`config.mk`:
```
export PLATFORM = sky130hd
export DESIGN_NAME = ecg_mul
export DESIGN_NICKNAME = d
export VERILOG_FILES = /design/src/ecg_pkg.sv /design/src/ecg_mul.sv
export SDC_FILE = /design/constraint.sdc
export NUM_CORES = 2
export LEC_CHECK = 0
export BUFFER_PORTS_ARGS = -buffer_cell sky130_fd_sc_hd__buf_2
export CAP_MARGIN = 10
export CELL_PAD_IN_SITES_DETAIL_PLACEMENT = 1
export CELL_PAD_IN_SITES_GLOBAL_PLACEMENT = 1
export CORE_ASPECT_RATIO = 0.7
export CORE_MARGIN = 2
export CORE_UTILIZATION = 45
export DETAILED_ROUTE_END_ITERATION = 10
export PLACE_DENSITY = 0.76
export SYNTH_ARGS = -nofsm -noshare
export SYNTH_HDL_FRONTEND = slang
export SYNTH_SLANG_ARGS = --single-unit
```
`constraint.sdc`:
```
create_clock -name clk -period 23.4 [get_ports clk]
set_input_delay 1.17 -clock clk [delete_from_list [all_inputs] [get_ports clk]]
set_output_delay 1.17 -clock clk [all_outputs]
set_load 0.03 [all_outputs]
```
`src/ecg_pkg.sv`:
```
// Shared types, constants and helper functions of the ECEF to geodetic converter.
package ecg_pkg;

	localparam int ANGLE_FRAC_BITS = 24;
	localparam int LEN_FRAC        = 12;
	localparam int CORDIC_STEPS    = 30;
	localparam int ANG_W           = 36;
	localparam int DEG_SHIFT       = 54 - ANGLE_FRAC_BITS;

	typedef logic signed [63:0]      len_t;
	typedef logic signed [ANG_W-1:0] ang_t;

	typedef enum logic [1:0] {MSH_0, MSH_30, MSH_40} mul_shift_t;
	typedef enum logic {CM_VEC, CM_ROT} cordic_mode_t;
	typedef enum logic {RM_SQRT, RM_DIV} root_mode_t;

	typedef struct packed {
		logic       start;
		mul_shift_t shift;
	} mul_ctl_t;

	typedef struct packed {
		logic         start;
		cordic_mode_t mode;
	} cordic_ctl_t;

	typedef struct packed {
		logic       start;
		root_mode_t mode;
	} root_ctl_t;

	localparam logic [1:0] ST_OK      = 2'd0;
	localparam logic [1:0] ST_POLAR   = 2'd1;
	localparam logic [1:0] ST_NO_CONV = 2'd2;

	localparam logic REG_HEIGHT_TOL = 1'b0;
	localparam logic REG_ITER_LIMIT = 1'b1;

	localparam len_t PI_Q30   = 64'sd3373259426;
	localparam len_t INVK_Q30 = 64'sd652032874;
	localparam len_t E2_Q40   = 64'sd7360548640;
	localparam len_t OME2_Q40 = 64'sd1092151079136;
	localparam len_t A_Q12    = 64'sd26124849152000;
	localparam len_t B_Q12    = 64'sd26037257479148;
	localparam len_t DEG_Q24  = 64'sd961263669;
	localparam len_t INT64_MAX = 64'sh7FFF_FFFF_FFFF_FFFF;
	localparam len_t LAT_LIM  = 64'sd90 <<< ANGLE_FRAC_BITS;
	localparam len_t LON_LIM  = 64'sd180 <<< ANGLE_FRAC_BITS;

	// Magnitude of a signed 64-bit value as an unsigned word.
	function automatic logic [63:0] mag64(input len_t v);
		logic [63:0] r;
		r = v[63] ? 64'(-v) : 64'(v);
		return r;
	endfunction

	// Arctangent of 2^-i in Q30 radians.
	function automatic ang_t atan_entry(input logic [4:0] i);
		ang_t r;
		case (i)
			5'd0: r = ang_t'(843314856);
			5'd1: r = ang_t'(497837829);
			5'd2: r = ang_t'(263043836);
			5'd3: r = ang_t'(133525158);
			5'd4: r = ang_t'(67021686);
			5'd5: r = ang_t'(33543515);
			5'd6: r = ang_t'(16775850);
			5'd7: r = ang_t'(8388437);
			5'd8: r = ang_t'(4194282);
			5'd9: r = ang_t'(2097149);
			5'd10: r = ang_t'(1048575);
			5'd11: r = ang_t'(524287);
			5'd12: r = ang_t'(262143);
			5'd13: r = ang_t'(131071);
			5'd14: r = ang_t'(65535);
			5'd15: r = ang_t'(32767);
			5'd16: r = ang_t'(16383);
			5'd17: r = ang_t'(8191);
			5'd18: r = ang_t'(4095);
			5'd19: r = ang_t'(2047);
			5'd20: r = ang_t'(1023);
			5'd21: r = ang_t'(511);
			5'd22: r = ang_t'(255);
			5'd23: r = ang_t'(127);
			5'd24: r = ang_t'(63);
			5'd25: r = ang_t'(31);
			5'd26: r = ang_t'(15);
			5'd27: r = ang_t'(7);
			5'd28: r = ang_t'(3);
			5'd29: r = ang_t'(1);
			default: r = '0;
		endcase
		return r;
	endfunction

endpackage

```
`src/ecg_mul.sv`:
```
// Multi-cycle 64x64 signed multiplier with truncating shift and saturation.
module ecg_mul import ecg_pkg::*; (
	input  logic     clk,
	input  logic     arst_n,
	input  mul_ctl_t ctl,
	input  len_t     a,
	input  len_t     b,
	output logic     done,
	output len_t     result
);

	logic [63:0]  ua_q, ub_q;
	logic         neg_q;
	mul_shift_t   sh_q;
	logic [127:0] acc_q;
	logic [63:0]  pp_q;
	logic [1:0]   pp_idx_q;
	logic [2:0]   cnt_q;
	logic         busy_q;
	logic         done_q;
	len_t         result_q;

	logic [31:0]  op_a, op_b;
	logic [63:0]  pp;
	logic [127:0] placed;
	logic [127:0] shifted;
	logic [63:0]  mag;

	// Partial product order: lo*lo, lo*hi, hi*lo, hi*hi.
	always_comb begin
		op_a = cnt_q[1] ? ua_q[63:32] : ua_q[31:0];
		op_b = cnt_q[0] ? ub_q[63:32] : ub_q[31:0];
		pp   = op_a * op_b;
		case (pp_idx_q)
			2'd0: placed = {64'd0, pp_q};
			2'd1: placed = {32'd0, pp_q, 32'd0};
			2'd2: placed = {32'd0, pp_q, 32'd0};
			default: placed = {pp_q, 64'd0};
		endcase
		case (sh_q)
			MSH_0: shifted = acc_q;
			MSH_30: shifted = acc_q >> 30;
			MSH_40: shifted = acc_q >> 40;
			default: shifted = acc_q;
		endcase
		mag = (|shifted[127:63]) ? 64'(INT64_MAX) : shifted[63:0];
	end

	always_ff @(posedge clk or negedge arst_n) begin
		if (!arst_n) begin
			busy_q <= 1'b0;
			done_q <= 1'b0;
			cnt_q  <= '0;
		end else begin
			done_q <= 1'b0;
			if (ctl.start) begin
				ua_q   <= mag64(a);
				ub_q   <= mag64(b);
				neg_q  <= a[63] ^ b[63];
				sh_q   <= ctl.shift;
				acc_q  <= '0;
				cnt_q  <= '0;
				busy_q <= 1'b1;
			end else if (busy_q) begin
				if (cnt_q < 3'd4) begin
					pp_q     <= pp;
					pp_idx_q <= cnt_q[1:0];
				end
				if (cnt_q != 3'd0 && cnt_q != 3'd5) begin
					acc_q <= acc_q + placed;
				end
				if (cnt_q == 3'd5) begin
					result_q <= neg_q ? -len_t'(mag) : len_t'(mag);
					done_q   <= 1'b1;
					busy_q   <= 1'b0;
				end
				cnt_q <= cnt_q + 3'd1;
			end
		end
	end

	assign done   = done_q;
	assign result = result_q;

endmodule

```
After elaboration in Yosys (flattened, before gate mapping)
Cells that the tools add are included.
{"block": "word_totals", "out_inout_bits": 65, "wordCells": 55, "reg_bits": 394, "input_bits": 133}
{"block": "classes", "mul": 1, "n_bitwise": 2, "reduce_logical": 9, "n_eq_ne": 6, "muxes": 18, "add_sub_neg": 5, "n_lt_le_gt_ge": 1}
{"operator": "case mux 128 bit (2 select lines)", "n": 2}
{"operator": "two-way mux 128 bit", "n": 2}
{"operator": "negator 64 bit", "n": 3}
{"operator": "adder 128 bit", "n": 1}
{"operator": "two-way mux 64 bit", "n": 2}
{"operator": "two-way mux 63 bit", "n": 2}
{"operator": "OR reduction 65 bit", "n": 1}
{"operator": "multiplier 32 x 32 -> 64 bit", "n": 1}
{"operator": "two-way mux 32 bit", "n": 2}
{"operator": "AND reduction 4 bit", "n": 2}
{"operator": "two-way mux 1 bit", "n": 6}
{"operator": "two-way mux 3 bit", "n": 2}
{"operator": "== test 2 x 1 -> 1 bit, second input constant", "n": 2}
{"operator": "== test 2 bit, second input constant", "n": 2}
{"operator": "adder 3 x 1 -> 3 bit, second input constant", "n": 1}
{"operator": "== test 3 bit, second input constant", "n": 1}
{"operator": "< comparator 3 bit, second input constant", "n": 1}
{"operator": "!= test 3 bit, second input constant", "n": 1}
{"operator": "nonzero test 3 bit", "n": 1}
{"operator": "logical NOT 2 bit", "n": 1}
{"operator": "AND reduction 2 bit", "n": 1}
{"operator": "nonzero test 2 bit", "n": 1}
{"operator": "OR reduction 2 bit", "n": 1}
{"operator": "logical AND 1 bit", "n": 1}
{"operator": "other kinds (2)", "n": 2}

Longest topological paths before layout
{"block": "logic_depth", "word_depth": 6, "ltp_mapped": 33, "ltp_nobuf": 29}

Worst setup path after synthesis
No wires, ideal clock.
{"block": "synth_path", "path_kind": "reg-to-reg", "from": "register cnt_q[0]", "to": "register pp_q[60] (data pin)", "stages_incl_launch_ff": 30, "path_buffers": 4, "synth_period_minus_slack_ps": 9365, "setup_time_ps": 269, "slack_ps": 14035, "arrival_ps": 9097, "path_cell_list": "dfrtp_1 clkbuf_1 clkbuf_1 mux2i_1 clkbuf_1 nor2_1 fa_1 fa_1 fa_1 inv_1 fa_1 inv_1 fa_1 fa_1 fa_1 fa_1 ha_1 clkbuf_1 a21o_1 a21o_1 a21oi_1 o21ai_0 a211oi_1 o21ai_0 a21oi_1 o21ai_0 and4_1 a2111oi_0 o31ai_1 xor2_1"}
{"block": "synth_via", "elab_chain_cells": 2}
{"item": "from (decl)", "line_no": "ecg_mul.sv:18", "source": "logic [2:0] cnt_q;"}
{"item": "from (signal assigned)", "line_no": "ecg_mul.sv:77", "source": "cnt_q <= cnt_q + 3'd1;"}
{"item": "two-way mux 32 bit", "line_no": "ecg_mul.sv:32", "source": "op_b = cnt_q[0] ? ub_q[63:32] : ub_q[31:0];"}
{"item": "multiplier 32 x 32 -> 64 bit", "line_no": "ecg_mul.sv:33", "source": "pp = op_a * op_b;"}
{"item": "net pp[60]", "line_no": "ecg_mul.sv:24", "source": "logic [63:0] pp;"}
{"item": "to (signal assigned)", "line_no": "ecg_mul.sv:66", "source": "pp_q <= pp;"}
{"item": "to (decl)", "line_no": "ecg_mul.sv:16", "source": "logic [63:0] pp_q;"}
The timed path passes the listed nets, and every way through them passes these cells.
A chain may end at the register's enable or synchronous reset.

Worst setup path in the final report
Same ends and word-level chain as after synthesis.

==> impl_results.md <==
* Result of the run: finished, final reports clean
* Number of violations of the max-capacitance limit at 0
* Gate count after technology mapping at 6848
* Antenna-violating nets left at 0
* Commonest non-fill, non-tap cell in the layout: sky130_fd_sc_hd__inv_1
* Multiplexer area fraction after synthesis at 2.234%
* Initial detailed-routing violation count at 6224
* Number of setup violations in the final report at 0
* Die Outline Area at 139300 sq um
* FILL cells at 15.65k
* Endpoint type of the worst setup path: register
* Post CTS Setup Buffer Count at 0
* Post-Synth XOR/XNOR Area at 4.799%
* Initial Utilization at 45.28%
* Fin crit period at 11.48 ns
* Inserted Clock Buffers at 47
* I/O pin total at 198
* Largest net degree at the start of global routing at 69
* Residual overflow from global routing at 0
* Required @ worst endpoint at 23.83 ns
* Fraction of layout instances using a drive strength above 1 at 7.900%
* RSZ-0062 raised after global routing: no
* Largest stage delay on the critical path at 1.01 ns
* Class of the tightest hold or removal check: input port to async pin
* Area fraction in compound gates after synthesis at 12.97%
* Crit path DAT at 11.91 ns
* Dominant cell type by count on the critical path: sky130_fd_sc_hd__fa_1
* Global router's overall resource usage at 36.69%
* Synthesized net count at 8278
* Number of rows in the core area at 113
* Sinks on Clock Net at 394
* Placement-stage worst setup slack at 12.13 ns
* Minimum setup slack in the final design at 11.92 ns
* Area of the mapped netlist at 61330 sq um
* Dpl hpwl at 208800 um
* Clock Skews at 0.07321 ns
* DRT Pass-1 Iters at 6
* EDFF count, synth at 389
* Routed vias at 53.27k
* Clock insertion delay at the later pin of the skew report at 0.71 ns
* Syn avg cell area at 8.955 sq um
* Routability congestion estimate at 1.010
* Net count, final at 8266
* Largest area contributor in the synthesized netlist: sky130_fd_sc_hd__fa_1
* Remaining routing DRC violations at 0
* Critical path's slowest cell: sky130_fd_sc_hd__a2111oi_0
* Detailed-route wire length per cell at 29.56 um
* Number of buffers on the longest clock path at 3
* Tightest slew margin relative to the limit at 13.60%
* Number of global-route vias before repair at 54.68k
* Top post-synthesis cells by area: sky130_fd_sc_hd__fa_1 29%, sky130_fd_sc_hd__edfxtp_1 19%, sky130_fd_sc_hd__ha_1 8.2%
* Share of synthesized flip-flops with an asynchronous set or reset at 1.269%
* Antenna violations before repair at 27
* Area of all placed cells without fillers at 65940 sq um
* Yosys warns at 0
* TritonCTS clock tree: built
* IO Port Bufs at 197
* Post-synth top area share at 29.28%
* Post-route fraction of the period consumed by the critical path at 49.07%
* Cell at the root of the clock tree: sky130_fd_sc_hd__clkbuf_16
* Final number of max-transition violations at 0
* Most frequent cells in the layout: 921 x sky130_fd_sc_hd__inv_1, 897 x sky130_fd_sc_hd__fa_1, 868 x sky130_fd_sc_hd__nand2_1, 770 x sky130_fd_sc_hd__nor2_1, 397 x sky130_fd_sc_hd__ha_1
* Post-synthesis share of cell area spent on full adders, half adders and majority gates at 37.44%
* TNS Setup at 0 ns
* Portion of the post-synthesis area used by sequential elements at 19.25%
* Syn-to-layout area delta at 7.527%
* Basic-gate share of the synthesized area counting and, or, nand and nor cells at 15.40%
* Actual transition at the worst max-transition pin at 1.288 ns
* Number of storage elements in the synthesis netlist at 394
* Die Y-Extent at 312.9 um
* Footprint of the flip-flops and latches at 11810 sq um
* Post-DP Area at 64290 sq um
* Sum of routed wire length over all layers at 256200 um
* Setup crit start kind: register
* Number of gates resized after CTS at 0
* Final hold violation count at 0
* Number of distinct library cell variants in the gate-level netlist after synthesis at 75
* Area occupied by multi-input gates at 44980 sq um
* Largest fanout on the critical path at 37
* Die X at 445.2 um
* DR vias/cell at 6.147
* Core area at 135400 sq um
* Main combinational cell family by area after synthesis: adder cells
* Most used flip-flop cell after synthesis: sky130_fd_sc_hd__edfxtp_1
* Total number of H-tree levels at 2
* CP Class: register to register
* Highest attainable clock frequency at 87.09 MHz
* Clock-pin slew reported for the worst setup and hold paths after clock tree synthesis at 0.06 ns
* Number of hold-repair buffers added at the cts stage at 0
* Global-route wire length before repair at 373900 um
critical path, delay by kind of cell (launching register included):
family / cells / cell delay, ns
fa+ha+maj: 9 / 4.40
flops: 1 / 0.86
compound gates: 6 / 3.26
simple gates: 6 / 0.93
buf+inv: 6 / 1.25
xor+xnor: 1 / 0.20
mux: 1 / 0.27
layer usage:
layer,up-vias,part of all wire [%],GRT usage (%)
li1,22539,-,-
met1,27590,44,54.53
met2,2715,39,49.02
met3,419,14,14.08
met4,8,3.2,10.44
met5,-,0.021,0
final cells by class:
cell class	count	area share (%)
diodes	11	0.04174
clock buffers	55	1.829
clock inverters	31	0.6262
inverters	922	5.248
multi-input cells	5165	68.21
flip-flops and latches	394	17.92
well taps	1782	3.381
repair buffers	306	2.749
Yosys cell counts (6+ instances only):
library cell	count
sky130_fd_sc_hd__a21oi_1	338
sky130_fd_sc_hd__nor2_1	774
sky130_fd_sc_hd__nand3_1	77
sky130_fd_sc_hd__and3_1	29
sky130_fd_sc_hd__xor2_1	96
sky130_fd_sc_hd__a221o_1	39
sky130_fd_sc_hd__a21o_1	149
sky130_fd_sc_hd__a221oi_1	15
sky130_fd_sc_hd__edfxtp_1	389
sky130_fd_sc_hd__nand2_1	868
sky130_fd_sc_hd__clkbuf_1	328
sky130_fd_sc_hd__nand2b_1	29
sky130_fd_sc_hd__or3_1	35
sky130_fd_sc_hd__a22oi_1	37
sky130_fd_sc_hd__o211ai_1	20
sky130_fd_sc_hd__or4_1	32
sky130_fd_sc_hd__nor2b_1	28
sky130_fd_sc_hd__mux2i_1	66
sky130_fd_sc_hd__a31oi_1	32
sky130_fd_sc_hd__o41ai_1	19
sky130_fd_sc_hd__o22ai_1	7
sky130_fd_sc_hd__and4_1	18
sky130_fd_sc_hd__mux2_2	63
sky130_fd_sc_hd__or2_2	21
sky130_fd_sc_hd__buf_1	34
sky130_fd_sc_hd__o21a_1	26
sky130_fd_sc_hd__o31ai_1	45
sky130_fd_sc_hd__and2_1	82
sky130_fd_sc_hd__fa_1	897
sky130_fd_sc_hd__nand4_1	69
sky130_fd_sc_hd__nor3_1	54
sky130_fd_sc_hd__a211oi_1	18
sky130_fd_sc_hd__o21ai_0	298
sky130_fd_sc_hd__xnor2_1	240
sky130_fd_sc_hd__a22o_1	71
sky130_fd_sc_hd__inv_1	921
sky130_fd_sc_hd__o21bai_1	52
sky130_fd_sc_hd__nor4_1	30
sky130_fd_sc_hd__ha_1	400
sky130_fd_sc_hd__o21ba_2	6
logic make-up (layout without fill, tap and decap cells):
logic type	count (synthesis)	after routing
compound gates	1233	1233
xor+xnor	336	336
buf+inv	1289	1314
other cells	0	11
mux	129	129
fa+ha+maj	1297	1297
flops	394	394
simple gates	2170	2170
path summary, 6_finish.rpt:
check,from,end,slack [ns],depth (start not counted)
max,cnt_q[0],pp_q[60],11.92,29
max reg2reg,cnt_q[0],pp_q[60],11.92,29
max in group asynchronous,arst_n,done,21.85,2
min in group clk,acc_q[118],acc_q[118],0.61,2
min reg2reg,acc_q[118],acc_q[118],0.61,2
min,arst_n,cnt_q[0],0.56,1
sequential cells by signal (all words and copies together) (netlist names):
register  flops
acc_q       128
pp_q         64
result       64
ua_q         64
ub_q         64
cnt_q         3
pp_idx_q      2
sh_q          2
busy_q        1
done          1
neg_q         1
stage by stage:
step           hold WS, ns  util (%)  instances
3_3_place_gp        0.5665     47.47       8569
2_1_floorplan       0.4788         -       6848
4_1_cts             0.5071     48.66       8655
3_5_place_dp        0.5937     47.47       8569
6_report            0.5573     48.68       8666
5_1_grt             0.5421     48.67       8658
Power is not shown: default switching activity piles up to over one toggle a cycle in this logic, so the estimate is an artifact.
