$ cat config.mk
export PLATFORM = sky130hd
export DESIGN_NAME = ecg_root
export DESIGN_NICKNAME = d
export VERILOG_FILES = /design/src/ecg_pkg.sv /design/src/ecg_root.sv
export SDC_FILE = /design/constraint.sdc
export NUM_CORES = 1
export LEC_CHECK = 0
export BUFFER_PORTS_ARGS = -buffer_cell sky130_fd_sc_hd__buf_2
export CAP_MARGIN = 30
export CORE_MARGIN = 2
export CORE_UTILIZATION = 40
export CTS_BUF_LIST = sky130_fd_sc_hd__clkbuf_2
export DETAILED_ROUTE_END_ITERATION = 8
export HOLD_SLACK_MARGIN = 0.06
export PLACE_DENSITY_LB_ADDON = 0.05
export RECOVER_POWER = 100
export SLEW_MARGIN = 5
export SYNTH_ARGS = -nofsm -noshare
export SYNTH_HDL_FRONTEND = slang
export SYNTH_SLANG_ARGS = --single-unit
export TNS_END_PERCENT = 20
$ cat constraint.sdc
create_clock -name clk -period 15.7 [get_ports clk]
set_input_delay 3.14 -clock clk [delete_from_list [all_inputs] [get_ports clk]]
set_output_delay 3.14 -clock clk [all_outputs]
set_load 0.05 [all_outputs]
$ cat src/ecg_pkg.sv
// Shared types, constants and helper functions of the ECEF to geodetic converter.
package ecg_pkg;

	localparam int ANGLE_FRAC_BITS = 24;
	localparam int LEN_FRAC        = 12;
	localparam int CORDIC_STEPS    = 30;
	localparam int ANG_W           = 36;
	localparam int DEG_SHIFT       = 54 - ANGLE_FRAC_BITS;

	typedef logic signed [63:0]      len_t;
	typedef logic signed [ANG_W-1:0] ang_t;

	typedef enum logic [1:0] {MSH_0, MSH_30, MSH_40} mul_shift_t;
	typedef enum logic {CM_VEC, CM_ROT} cordic_mode_t;
	typedef enum logic {RM_SQRT, RM_DIV} root_mode_t;

	typedef struct packed {
		logic       start;
		mul_shift_t shift;
	} mul_ctl_t;

	typedef struct packed {
		logic         start;
		cordic_mode_t mode;
	} cordic_ctl_t;

	typedef struct packed {
		logic       start;
		root_mode_t mode;
	} root_ctl_t;

	localparam logic [1:0] ST_OK      = 2'd0;
	localparam logic [1:0] ST_POLAR   = 2'd1;
	localparam logic [1:0] ST_NO_CONV = 2'd2;

	localparam logic REG_HEIGHT_TOL = 1'b0;
	localparam logic REG_ITER_LIMIT = 1'b1;

	localparam len_t PI_Q30   = 64'sd3373259426;
	localparam len_t INVK_Q30 = 64'sd652032874;
	localparam len_t E2_Q40   = 64'sd7360548640;
	localparam len_t OME2_Q40 = 64'sd1092151079136;
	localparam len_t A_Q12    = 64'sd26124849152000;
	localparam len_t B_Q12    = 64'sd26037257479148;
	localparam len_t DEG_Q24  = 64'sd961263669;
	localparam len_t INT64_MAX = 64'sh7FFF_FFFF_FFFF_FFFF;
	localparam len_t LAT_LIM  = 64'sd90 <<< ANGLE_FRAC_BITS;
	localparam len_t LON_LIM  = 64'sd180 <<< ANGLE_FRAC_BITS;

	// Magnitude of a signed 64-bit value as an unsigned word.
	function automatic logic [63:0] mag64(input len_t v);
		logic [63:0] r;
		r = v[63] ? 64'(-v) : 64'(v);
		return r;
	endfunction

	// Arctangent of 2^-i in Q30 radians.
	function automatic ang_t atan_entry(input logic [4:0] i);
		ang_t r;
		case (i)
			5'd0: r = ang_t'(843314856);
			5'd1: r = ang_t'(497837829);
			5'd2: r = ang_t'(263043836);
			5'd3: r = ang_t'(133525158);
			5'd4: r = ang_t'(67021686);
			5'd5: r = ang_t'(33543515);
			5'd6: r = ang_t'(16775850);
			5'd7: r = ang_t'(8388437);
			5'd8: r = ang_t'(4194282);
			5'd9: r = ang_t'(2097149);
			5'd10: r = ang_t'(1048575);
			5'd11: r = ang_t'(524287);
			5'd12: r = ang_t'(262143);
			5'd13: r = ang_t'(131071);
			5'd14: r = ang_t'(65535);
			5'd15: r = ang_t'(32767);
			5'd16: r = ang_t'(16383);
			5'd17: r = ang_t'(8191);
			5'd18: r = ang_t'(4095);
			5'd19: r = ang_t'(2047);
			5'd20: r = ang_t'(1023);
			5'd21: r = ang_t'(511);
			5'd22: r = ang_t'(255);
			5'd23: r = ang_t'(127);
			5'd24: r = ang_t'(63);
			5'd25: r = ang_t'(31);
			5'd26: r = ang_t'(15);
			5'd27: r = ang_t'(7);
			5'd28: r = ang_t'(3);
			5'd29: r = ang_t'(1);
			default: r = '0;
		endcase
		return r;
	endfunction

endpackage

$ cat src/ecg_root.sv
// Bit-serial square root and reciprocal divider sharing one compare-subtract.
module ecg_root import ecg_pkg::*; (
	input  logic        clk,
	input  logic        arst_n,
	input  root_ctl_t   ctl,
	input  logic [63:0] v_in,
	output logic        done,
	output logic [63:0] result
);

	logic [63:0] rem_q, root_q, bit_q;
	logic [5:0]  cnt_q;
	logic        busy_q, done_q;
	root_mode_t  mode_q;

	logic [63:0] rsh, lhs, rhs, diff;
	logic        ge;

	// Square root: bit_q walks down by two places. Division: bit_q holds the divisor.
	always_comb begin
		rsh  = {rem_q[62:0], (cnt_q == 6'd0)};
		lhs  = (mode_q == RM_SQRT) ? rem_q : rsh;
		rhs  = (mode_q == RM_SQRT) ? (root_q + bit_q) : bit_q;
		ge   = (lhs >= rhs);
		diff = lhs - rhs;
	end

	always_ff @(posedge clk or negedge arst_n) begin
		if (!arst_n) begin
			busy_q <= 1'b0;
			done_q <= 1'b0;
			cnt_q  <= '0;
		end else begin
			done_q <= 1'b0;
			if (ctl.start) begin
				mode_q <= ctl.mode;
				cnt_q  <= '0;
				root_q <= '0;
				busy_q <= 1'b1;
				if (ctl.mode == RM_SQRT) begin
					rem_q <= v_in;
					bit_q <= 64'd1 << 62;
				end else begin
					rem_q <= '0;
					bit_q <= v_in;
				end
			end else if (busy_q) begin
				if (mode_q == RM_SQRT) begin
					if (ge) begin
						rem_q  <= diff;
						root_q <= (root_q >> 1) + bit_q;
					end else begin
						root_q <= root_q >> 1;
					end
					bit_q <= bit_q >> 2;
				end else begin
					rem_q  <= ge ? diff : lhs;
					root_q <= {root_q[62:0], ge};
				end
				if ((mode_q == RM_SQRT && cnt_q == 6'd31) ||
				    (mode_q == RM_DIV && cnt_q == 6'd60)) begin
					busy_q <= 1'b0;
					done_q <= 1'b1;
				end
				cnt_q <= cnt_q + 6'd1;
			end
		end
	end

	assign done   = done_q;
	assign result = root_q;

endmodule

Yosys cells after proc, flatten, opt, wreduce, memory -nomap -nowiden
Cells that the tools add are included. W data, S select, Z words.

Register bits after elaboration: 201. Bits of input ports: 68. Output and inout port bits: 65. Logic and storage cells: 48.

Add/subtract/negate cells: 4. Order comparisons: 1. Equality and inequality tests: 3. Mux-type cells: 23. Bitwise operators: 1. Reductions and logical operators: 9.

Operator list (number): $mux W64 (15); $add A63 B64 Y64 (1); $add A64 B64 Y64 (1); $ge A64 B64 Y1 (1); $sub A64 B64 Y64 (1); $mux W6 (2); $add A6 B1 Y6 const B (1); $eq A6 B5 Y1 const B (1); $eq A6 B6 Y1 const B (1); $logic_not A6 Y1 (1); $mux W1 (6); $reduce_and A3 Y1 (2); $reduce_bool A3 Y1 (1); $logic_and A1 B1 Y1 (2); $ne A2 B2 Y1 const B (1); $reduce_and A2 Y1 (1); $reduce_bool A2 Y1 (1); $logic_or A1 B1 Y1 (1); $not A1 Y1 (1).

Logic depth before layout (Yosys ltp)
Gate-level depths: netlist (run 1).

Word-level depth: 7. Gate-level depth with buffers: 30. Mapped depth without buffers: 26.

Worst setup path before layout (run 1)
OpenSTA, ideal clock, no wires.

Kind: register to register. Start: register root_q[26], in the netlist result[26]. End: register rem_q[0] (enable). Setup time: 427 ps. Arrival: 6552 ps. Required time: 15273 ps. Slack: 8722 ps. Stages on the path, launching flop included: 25. Buffers on the path: 3. Period minus slack after synthesis: 6978 ps. Cell sequence: edfxtp_1 > ha_1 > buf_6 > a21oi_4 > o211ai_1 > a41o_1 > a221o_1 > a311oi_2 > o41ai_2 > a311o_1 > and2_1 > a21oi_1 > xnor2_1 > mux2i_1 > ha_1 > clkbuf_1 > nand2_1 > o21a_1 > nor2b_1 > o31ai_1 > o31ai_1 > buf_2 > and2_1 > nor2b_1 > o21a_1.

Cells in the longest elaborated chain, start to end: 5.

Ends and longest elaborated chain: from (decl) (RTL line ecg_root.sv:11) `logic [63:0] rem_q, root_q, bit_q;`; from (signal assigned) (RTL line ecg_root.sv:51) `root_q <= (root_q >> 1) + bit_q;`; from (signal assigned) (RTL line ecg_root.sv:53) `root_q <= root_q >> 1;`; from (signal assigned) (RTL line ecg_root.sv:58) `root_q <= {root_q[62:0], ge};`; $add A64 B64 Y64 (RTL line ecg_root.sv:23) `rhs = (mode_q == RM_SQRT) ? (root_q + bit_q) : bit_q;`; $mux W64 (RTL line ecg_root.sv:23); $ge A64 B64 Y1 (RTL line ecg_root.sv:24) `ge = (lhs >= rhs);`; $reduce_bool A3 Y1 (no source line); $reduce_and A3 Y1 (no source line); to (signal assigned) (RTL line ecg_root.sv:41) `rem_q <= v_in;`; to (signal assigned) (RTL line ecg_root.sv:50) `rem_q <= diff;`; to (signal assigned) (RTL line ecg_root.sv:57) `rem_q <= ge ? diff : lhs;`; to (decl) (RTL line ecg_root.sv:11).

Every way passes these cells. A chain may end at the register's enable or synchronous reset.

Final worst setup path (run 1)
Start: register root_q[26], in the netlist result[26]. End: register rem_q[30] (enable).

Same word-level chain as after synthesis.

==> summary.md, run 1 <==
| Metric | Value |
|---|---|
| Mean Syn Cell Area | 8.08 sq um |
| Die width | 242 um |
| Slew HR | -1.78 |
| Number of synthesized flops with an enable pin | 193 |
| H-tree levels | 3 |
| CP max stage cell | clkbuf_1 |
| First-pass GRT wire length | approximately 130000 um |
| Status | complete, but fails checks |
| Initial Util | 0.403 |
| Fin crit period | 10.16 ns |
| CP Max Fanout | 92 |
| Cell Chain, Critical Path | ha_1, a21oi_4, o211ai_1, a41o_1, nand4b_1, a311oi_1, o41ai_1, a311o_1, and2_0, a21oi_1, xnor2_1, mux2i_1, ha_1, nand4_1, a21oi_1, nor2b_1, o31ai_1, o31ai_4, buf_12, and2_0, nor2b_1, o21a_2, clkbuf_1 |
| Root buffer cell | clkbuf_2 |
| DR vias | 22100 |
| DP Wirelength | between 60000 and 70000 um |
| Ys flop type | edfxtp_1 |
| Power density cells | about 170 mW/mm^2 |
| FP Rows | 87 |
| Register bit total from synthesis | approximately 200 |
| CTS clk-pin slew, worst paths | 0.12 ns |
| Top delay family on crit path | compound AO/OA/AOI/OAI gates |
| # setup viols final | 0 |
| Required @ worst endpoint | 16.22 ns |
| RSZ-0062 raised after global routing | no |
| Worst min-delay path category | reg -> reg |
| Drt pass-1 iters | 5 |
| Max Fclk | 98.5 MHz |
| DRT iter0 DRCs | 2216 |
| Pin slew with the least headroom to its limit | ~4.2 ns |
| GRT Total Usage | 0.278 |
| Worst EP arrival | 10.68 ns |
| Mapped Nets | 3065 |
| Max VDD drop | 0.000129 V |
| Total negative slack | 0 ns |
| Post-CTS Resized | 0 |
| Layout Skew | 0.154 ns |
| CTS tree | done |
| Grt ovf | 0 |
| Share of cells above drive strength 1 | 0.0954 |
| Hold WS | about 0.56 ns |
| Antenna violations before repair | 7 |
| Sequential-to-total area share from yosys stat | 0.265 |
| CTS Buffer Depth | 3 |
| Layout area overhead | 7.06% |
| Setup Fix Bufs, Post-CTS | 0 |
| Post-synth ARST share | 0.0398 |
| Port buffer count | 132 |
| Largest net degree at the start of global routing | 140 |
| Antenna Nets Post-Route | 0 |
| Die area | around 0.059 sq mm |
| Synth area leaders | edfxtp_1 (26%), ha_1 (11%), o21ai_0 (6.3%) |
| Mapped Cells | 2802 |
| Drt via density | approximately 6 |
| Clock sink count | 201 |
| Final slew viol count | 446 |
| Worst-Skew Late Latency | roughly 1.1 ns |
| Worst r2r path cells | 23 |
| Largest area contributor in the netlist | edfxtp_1 |
| Hold_buf cts | 0 |
| Synth warn | 0 |
| Maxcap violations | 9 |
| Leakage | 10.0 nW |
| Crit path depth | 23 |
| Failing checks | max-capacitance violations, max-slew violations |
| Startpoint Class | flip-flop |
| Nets | 3102 |
| Yosys top cell area share | 0.256 |
| Vias in the first global route | 20200 |
| Buf+Inv Stages, Crit Path | 2 |
| Final hold vios | 0 |
| WL per Instance | 23.1 um |
| Fin crit share | 0.647 |
| # DRC | 0 |
| CP max stage delay | 2.88 ns |
| Die Y | 242 um |
| Io pins | 133 |
| Post-Route WL | 84200 um |
| Core area | between 0.05 and 0.06 sq mm |
| Worst Hold Path Cells | 2 |
| Total CTS buffers | 66 |
| Crit Path Class | reg -> reg |
| Worst Setup End Kind | flip-flop |
| Gpl congestion | 0.965 |
| Netlist cell types | 81 |
| Post-synthesis cell area | 0.0227 sq mm |
state kept, by name, summed over array words and instances (netlist names):
signal / cells
cnt_q: 6
rem_q: 64
result: 64
done: 1
bit_q: 64
busy_q: 1
mode_q: 1
worst reg2reg max path: stages, from the launching register on:
cell,delay [ns]
edfxtp_1,0.53
ha_1,0.50
a21oi_4,0.23
o211ai_1,0.14
a41o_1,0.28
nand4b_1,0.31
a311oi_1,0.69
o41ai_1,0.27
a311o_1,0.45
and2_0,0.22
a21oi_1,0.19
xnor2_1,0.15
mux2i_1,0.14
ha_1,0.56
nand4_1,0.24
a21oi_1,0.17
nor2b_1,0.06
o31ai_1,0.60
o31ai_4,0.18
buf_12,0.22
and2_0,0.32
nor2b_1,0.13
o21a_2,0.12
clkbuf_1,2.88
cell usage after synthesis, drive strengths merged (48+ instances only):
cell type,number
ha,192
nand3,48
xor2,69
a21o,98
mux2i,74
mux2,67
a21oi,283
edfxtp,193
clkbuf,155
nor2,199
nand2,317
a22o,62
o21ai,293
nand4,65
xnor2,101
inv,70
stage by stage:
stage	power, mW	setup slack, ns	area, sq um	util	instances
finish	4.12	5.54	24300	0.432	3647
global route	4.45	4.64	24200	0.432	3644
CTS	4.10	7.82	24400	0.434	3639
detailed placement	3.60	7.84	23800	0.424	3527
global placement	3.60	7.92	23800	0.423	3526
floorplan	2.91	8.72	22700	-	2802
cell families (layout without fill, tap and decap cells):
kind of cell / count (synthesis) / count (layout) / synth area share
xor gates and xnor gates: 170 / 170 / 0.0657
DFF: 201 / 201 / 0.265
adders and majority gates: 195 / 195 / 0.109
AOI/OAI and AO/OA: 1016 / 1016 / 0.283
muxes: 141 / 141 / 0.0660
other: 0 / 8 / 0
and+or+nand+nor: 825 / 825 / 0.168
buffers and inverters: 254 / 335 / 0.0436
layer usage:
layer,global-route usage,part of all wire,up-vias,routed length (um)
met5,0,0.00036,-,30
met4,0.0666,0.021,4,1730
met3,0.0589,0.077,110,6480
met2,0.367,0.38,770,32200
met1,0.447,0.52,10600,43700
li1,-,-,10600,-
path summary, 6_finish.rpt:
check                            from         to  slack (ns)
max                        result[26]  rem_q[30]        5.54
min                         rem_q[30]  rem_q[31]        0.56
max reg2reg                result[26]  rem_q[30]        5.54
min reg2reg                 rem_q[30]  rem_q[31]        0.56
max in group asynchronous      arst_n     busy_q        9.53
min in group asynchronous      arst_n     busy_q        4.99
placed cells by master, fill, tap and decap left out, drive strengths merged, types with 17 or more instances in the layout:
cell type,netlist,final
inv,70,70
a31oi,29,29
a21oi,283,283
nand4,65,65
nand2,317,317
xor2,69,69
a21o,98,98
a22o,62,62
nor2b,25,25
buf,29,76
o211ai,31,31
o21ai,293,293
clkbuf,155,171
o31ai,17,17
nor2,199,199
nor3,47,47
o21bai,36,36
a211oi,25,25
nand2b,37,37
mux2i,74,74
o21a,28,28
nand3,48,48
mux2,67,67
xnor2,101,101
ha,192,192
edfxtp,193,193
power breakdown:
group / switching [mW] / internal (mW)
Clock: 0.289 / 0.194
Sequential: 0.148 / 0.757
Combinational: 1.70 / 1.03
Total: 2.14 / 1.98
area by class of cell:
class                      instances  area (sq um)
antenna                            8          20.0
multi-input combinational       2347         15700
clock buffer                      94           470
sequential                       201          6000
clock inverter                    18           135
inverter                          70           264
timing repair buffer             153           744
tap                              756           946
fill                            5909         31900
(Power assumes the default switching activity.)
==> run 2: changes to the inputs <==
==> constraint.sdc (replaced) <==
create_clock -name clk -period 10 [get_ports clk]
set_input_delay 2 -clock clk [delete_from_list [all_inputs] [get_ports clk]]
set_output_delay 2 -clock clk [all_outputs]
set_load 0.05 [all_outputs]
==> run 2 against run 1 <==
Net effect:
- the run still ends with max-capacitance violations, max-slew violations left
- setup slack worse by 4.3 ns
- clock power is 54% higher
- largest power group unchanged
- critical endpoint is now rem_q[12]
- non-clock buffer count is 7 higher
- largest cell class unchanged
- sequential power is 56% higher
- critical path depth is 1 higher
- die area stayed put
- register-to-register slack worse by 4.3 ns
- sequential share of layout area hardly changed
- final cell count hardly changed
- power is 56% higher
- clock skew is 0.0083 ns higher
==> summary.md, run 2 (same netlist as run 1, synthesis figures left out) <==
| Metric | Value |
|---|---|
| Status | complete, but fails checks |
| Failing checks | max-capacitance violations, max-slew violations |
| Worst EP arrival | 9.53 ns |
| Most used cell, CP | a21oi_1 |
| FP Rows | 87 |
| Final hold vios | 0 |
| Seq pwr share | 0.220 |
| Maxcap violations | 6 |
| CP max stage cell | nand2_1 |
| Clk pwr share | 0.116 |
| Cell Chain, Critical Path | ha_1, a21oi_1, a21oi_1, a211oi_1, nand4b_1, a311oi_1, o41ai_1, a311o_1, and2_0, a31oi_1, xnor2_1, mux2i_1, ha_1, a21o_1, a21oi_1, nor2_1, a211oi_1, o211ai_1, o31ai_1, buf_4, nand2_1, buf_4, o21ai_0, o21ai_0 |
| Pin slew with the least headroom to its limit | 3.74 ns |
| Initial Util | 0.403 |
| Post-CTS Resized | 0 |
| Nets | ~3100 |
| DR vias | 22100 |
| Final slew viol count | 277 |
| DP Wirelength | 63500 um |
| H-tree levels | 3 |
| Final Instance Count excl. Fillers | 3648 |
| CTS clk-pin slew, worst paths | around 0.10 ns |
| Layout Skew | 0.162 ns |
| RSZ-0062 raised after global routing | no |
| Hold_buf cts | 0 |
| Grt ovf | 0 |
| Combinational group share of total power | 0.664 |
| Max VDD drop | 0.000160 V |
| Largest net degree at the start of global routing | 72 |
| Leakage | 10.0 nW |
| Startpoint Class | flip-flop |
| CTS tree | done |
| CP Max Fanout | 40 |
| # setup viols final | 0 |
| Pre-CTS setup slack | roughly 2.3 ns |
| Die area | 0.0586 sq mm |
| Cell-internal power | 3.08 mW |
| Fin worst setup slack | 1.20 ns |
| Fin crit period | approximately 9 ns |
| Hold WS | 0.581 ns |
| Multi-input combinational cell area | around 0.016 sq mm |
| Die Y | 242 um |
| Required @ worst endpoint | 10.73 ns |
| Vias in the first global route | 20600 |
| Inst Count DP | 3533 |
| Antenna Nets Post-Route | 0 |
| Layout area overhead | 7.01% |
| Total CTS buffers | 66 |
| Most frequent cells in the layout | nand2_1 (317), o21ai_0 (288), a21oi_1 (280) |
| Switching Fraction | 0.520 |
| Slew HR | -1.49 |
| Commonest non-fill, non-tap cell in the layout | nand2_1 |
| Sw Pwr | between 3 and 4 mW |
| Setup Fix Bufs, Post-CTS | 0 |
| Share of cells above drive strength 1 | 0.0972 |
| Port buffer count | around 130 |
| WL per Instance | approximately 23 um |
| # DRC | 0 |
| Filler instances | slightly below 6000 |
| Register area | between 0.005 and 0.006 sq mm |
| Worst-Skew Late Latency | 1.09 ns |
| CTS Buffer Depth | 3 |
| Power density cells | 265 mW/mm^2 |
| Root buffer cell | clkbuf_2 |
| GRT Total Usage | 0.274 |
| Core area | 0.0562 sq mm |
| Post-Route WL | ~82000 um |
| Max Fclk | 114 MHz |
| Clock sink count | ~200 |
| CP max stage delay | 0.83 ns |
| Total negative slack | 0 ns |
| Drt via density | 6.05 |
| DRT iter0 DRCs | 2020 |
| Antenna violations before repair | 5 |
| Top delay family on crit path | compound AO/OA/AOI/OAI gates |
| Crit Path Class | reg -> reg |
| Worst min-delay path category | reg -> reg |
| Pwr Total | 6.42 mW |
| First-pass GRT wire length | approximately 130000 um |
| Io pins | 133 |
| Fin crit share | 0.880 |
| Buf+Inv Stages, Crit Path | 2 |
| Worst Setup End Kind | flip-flop |
| Drt pass-1 iters | 5 |
| Gpl congestion | 0.940 |
| Die width | 242 um |
[run 2: layout make-up]
type	count	share of cell area
Clock inverter	26	0.00707
Clock buffer	87	0.0180
Antenna cell	1	0.000103
Multi-Input combinational cell	2347	0.646
Sequential cell	201	0.247
Timing Repair Buffer	160	0.0311
Inverter	70	0.0109
Tap cell	756	0.0390
[run 2: final timing paths]
check,startpoint,to,slack (ns),cells past startpoint
max in group asynchronous,arst_n,busy_q,4.93,3
setup / recovery,result[10],rem_q[12],1.20,24
setup reg to reg,result[10],rem_q[12],1.20,24
hold reg to reg,cnt_q[4],cnt_q[4],0.58,2
hold / removal,cnt_q[4],cnt_q[4],0.58,2
min in group asynchronous,arst_n,cnt_q[1],3.97,3
[run 2: tightest hold or removal path: cells and delay by family (launching register included)]
family | cells | cell delay, ns
AND/OR/NAND/NOR | 1 | 0.08
flip-flops | 1 | 0.39
XOR/XNOR | 1 | 0.07
[run 2: power by group through the flow]
stage,registers [mW],logic (mW),clock network (mW)
finish,1.41,4.26,0.745
global route,1.44,4.71,0.811
CTS,1.40,4.23,0.770
detailed placement,1.42,4.21,0
global placement,1.42,4.21,0
floorplan,1.46,3.11,0
[run 2: through the flow]
| step | util | area (sq um) |
|---|---|---|
| after floorplan | - | 22700 |
| after global placement | 0.423 | 23800 |
| after detailed placement | 0.423 | 23800 |
| after CTS | 0.434 | 24400 |
| after global routing | 0.432 | 24200 |
| final | 0.432 | 24200 |
[run 2: layer usage]
| layer | global-route usage | vias up | wire length, um |
|---|---|---|---|
| met1 | 0.449 | 10600 | 43500 |
| met2 | 0.366 | 800 | 31400 |
| li1 | - | 10600 | - |
| met5 | 0 | - | 13 |
| met3 | 0.0404 | 101 | 5930 |
| met4 | 0.0621 | 2 | 1370 |
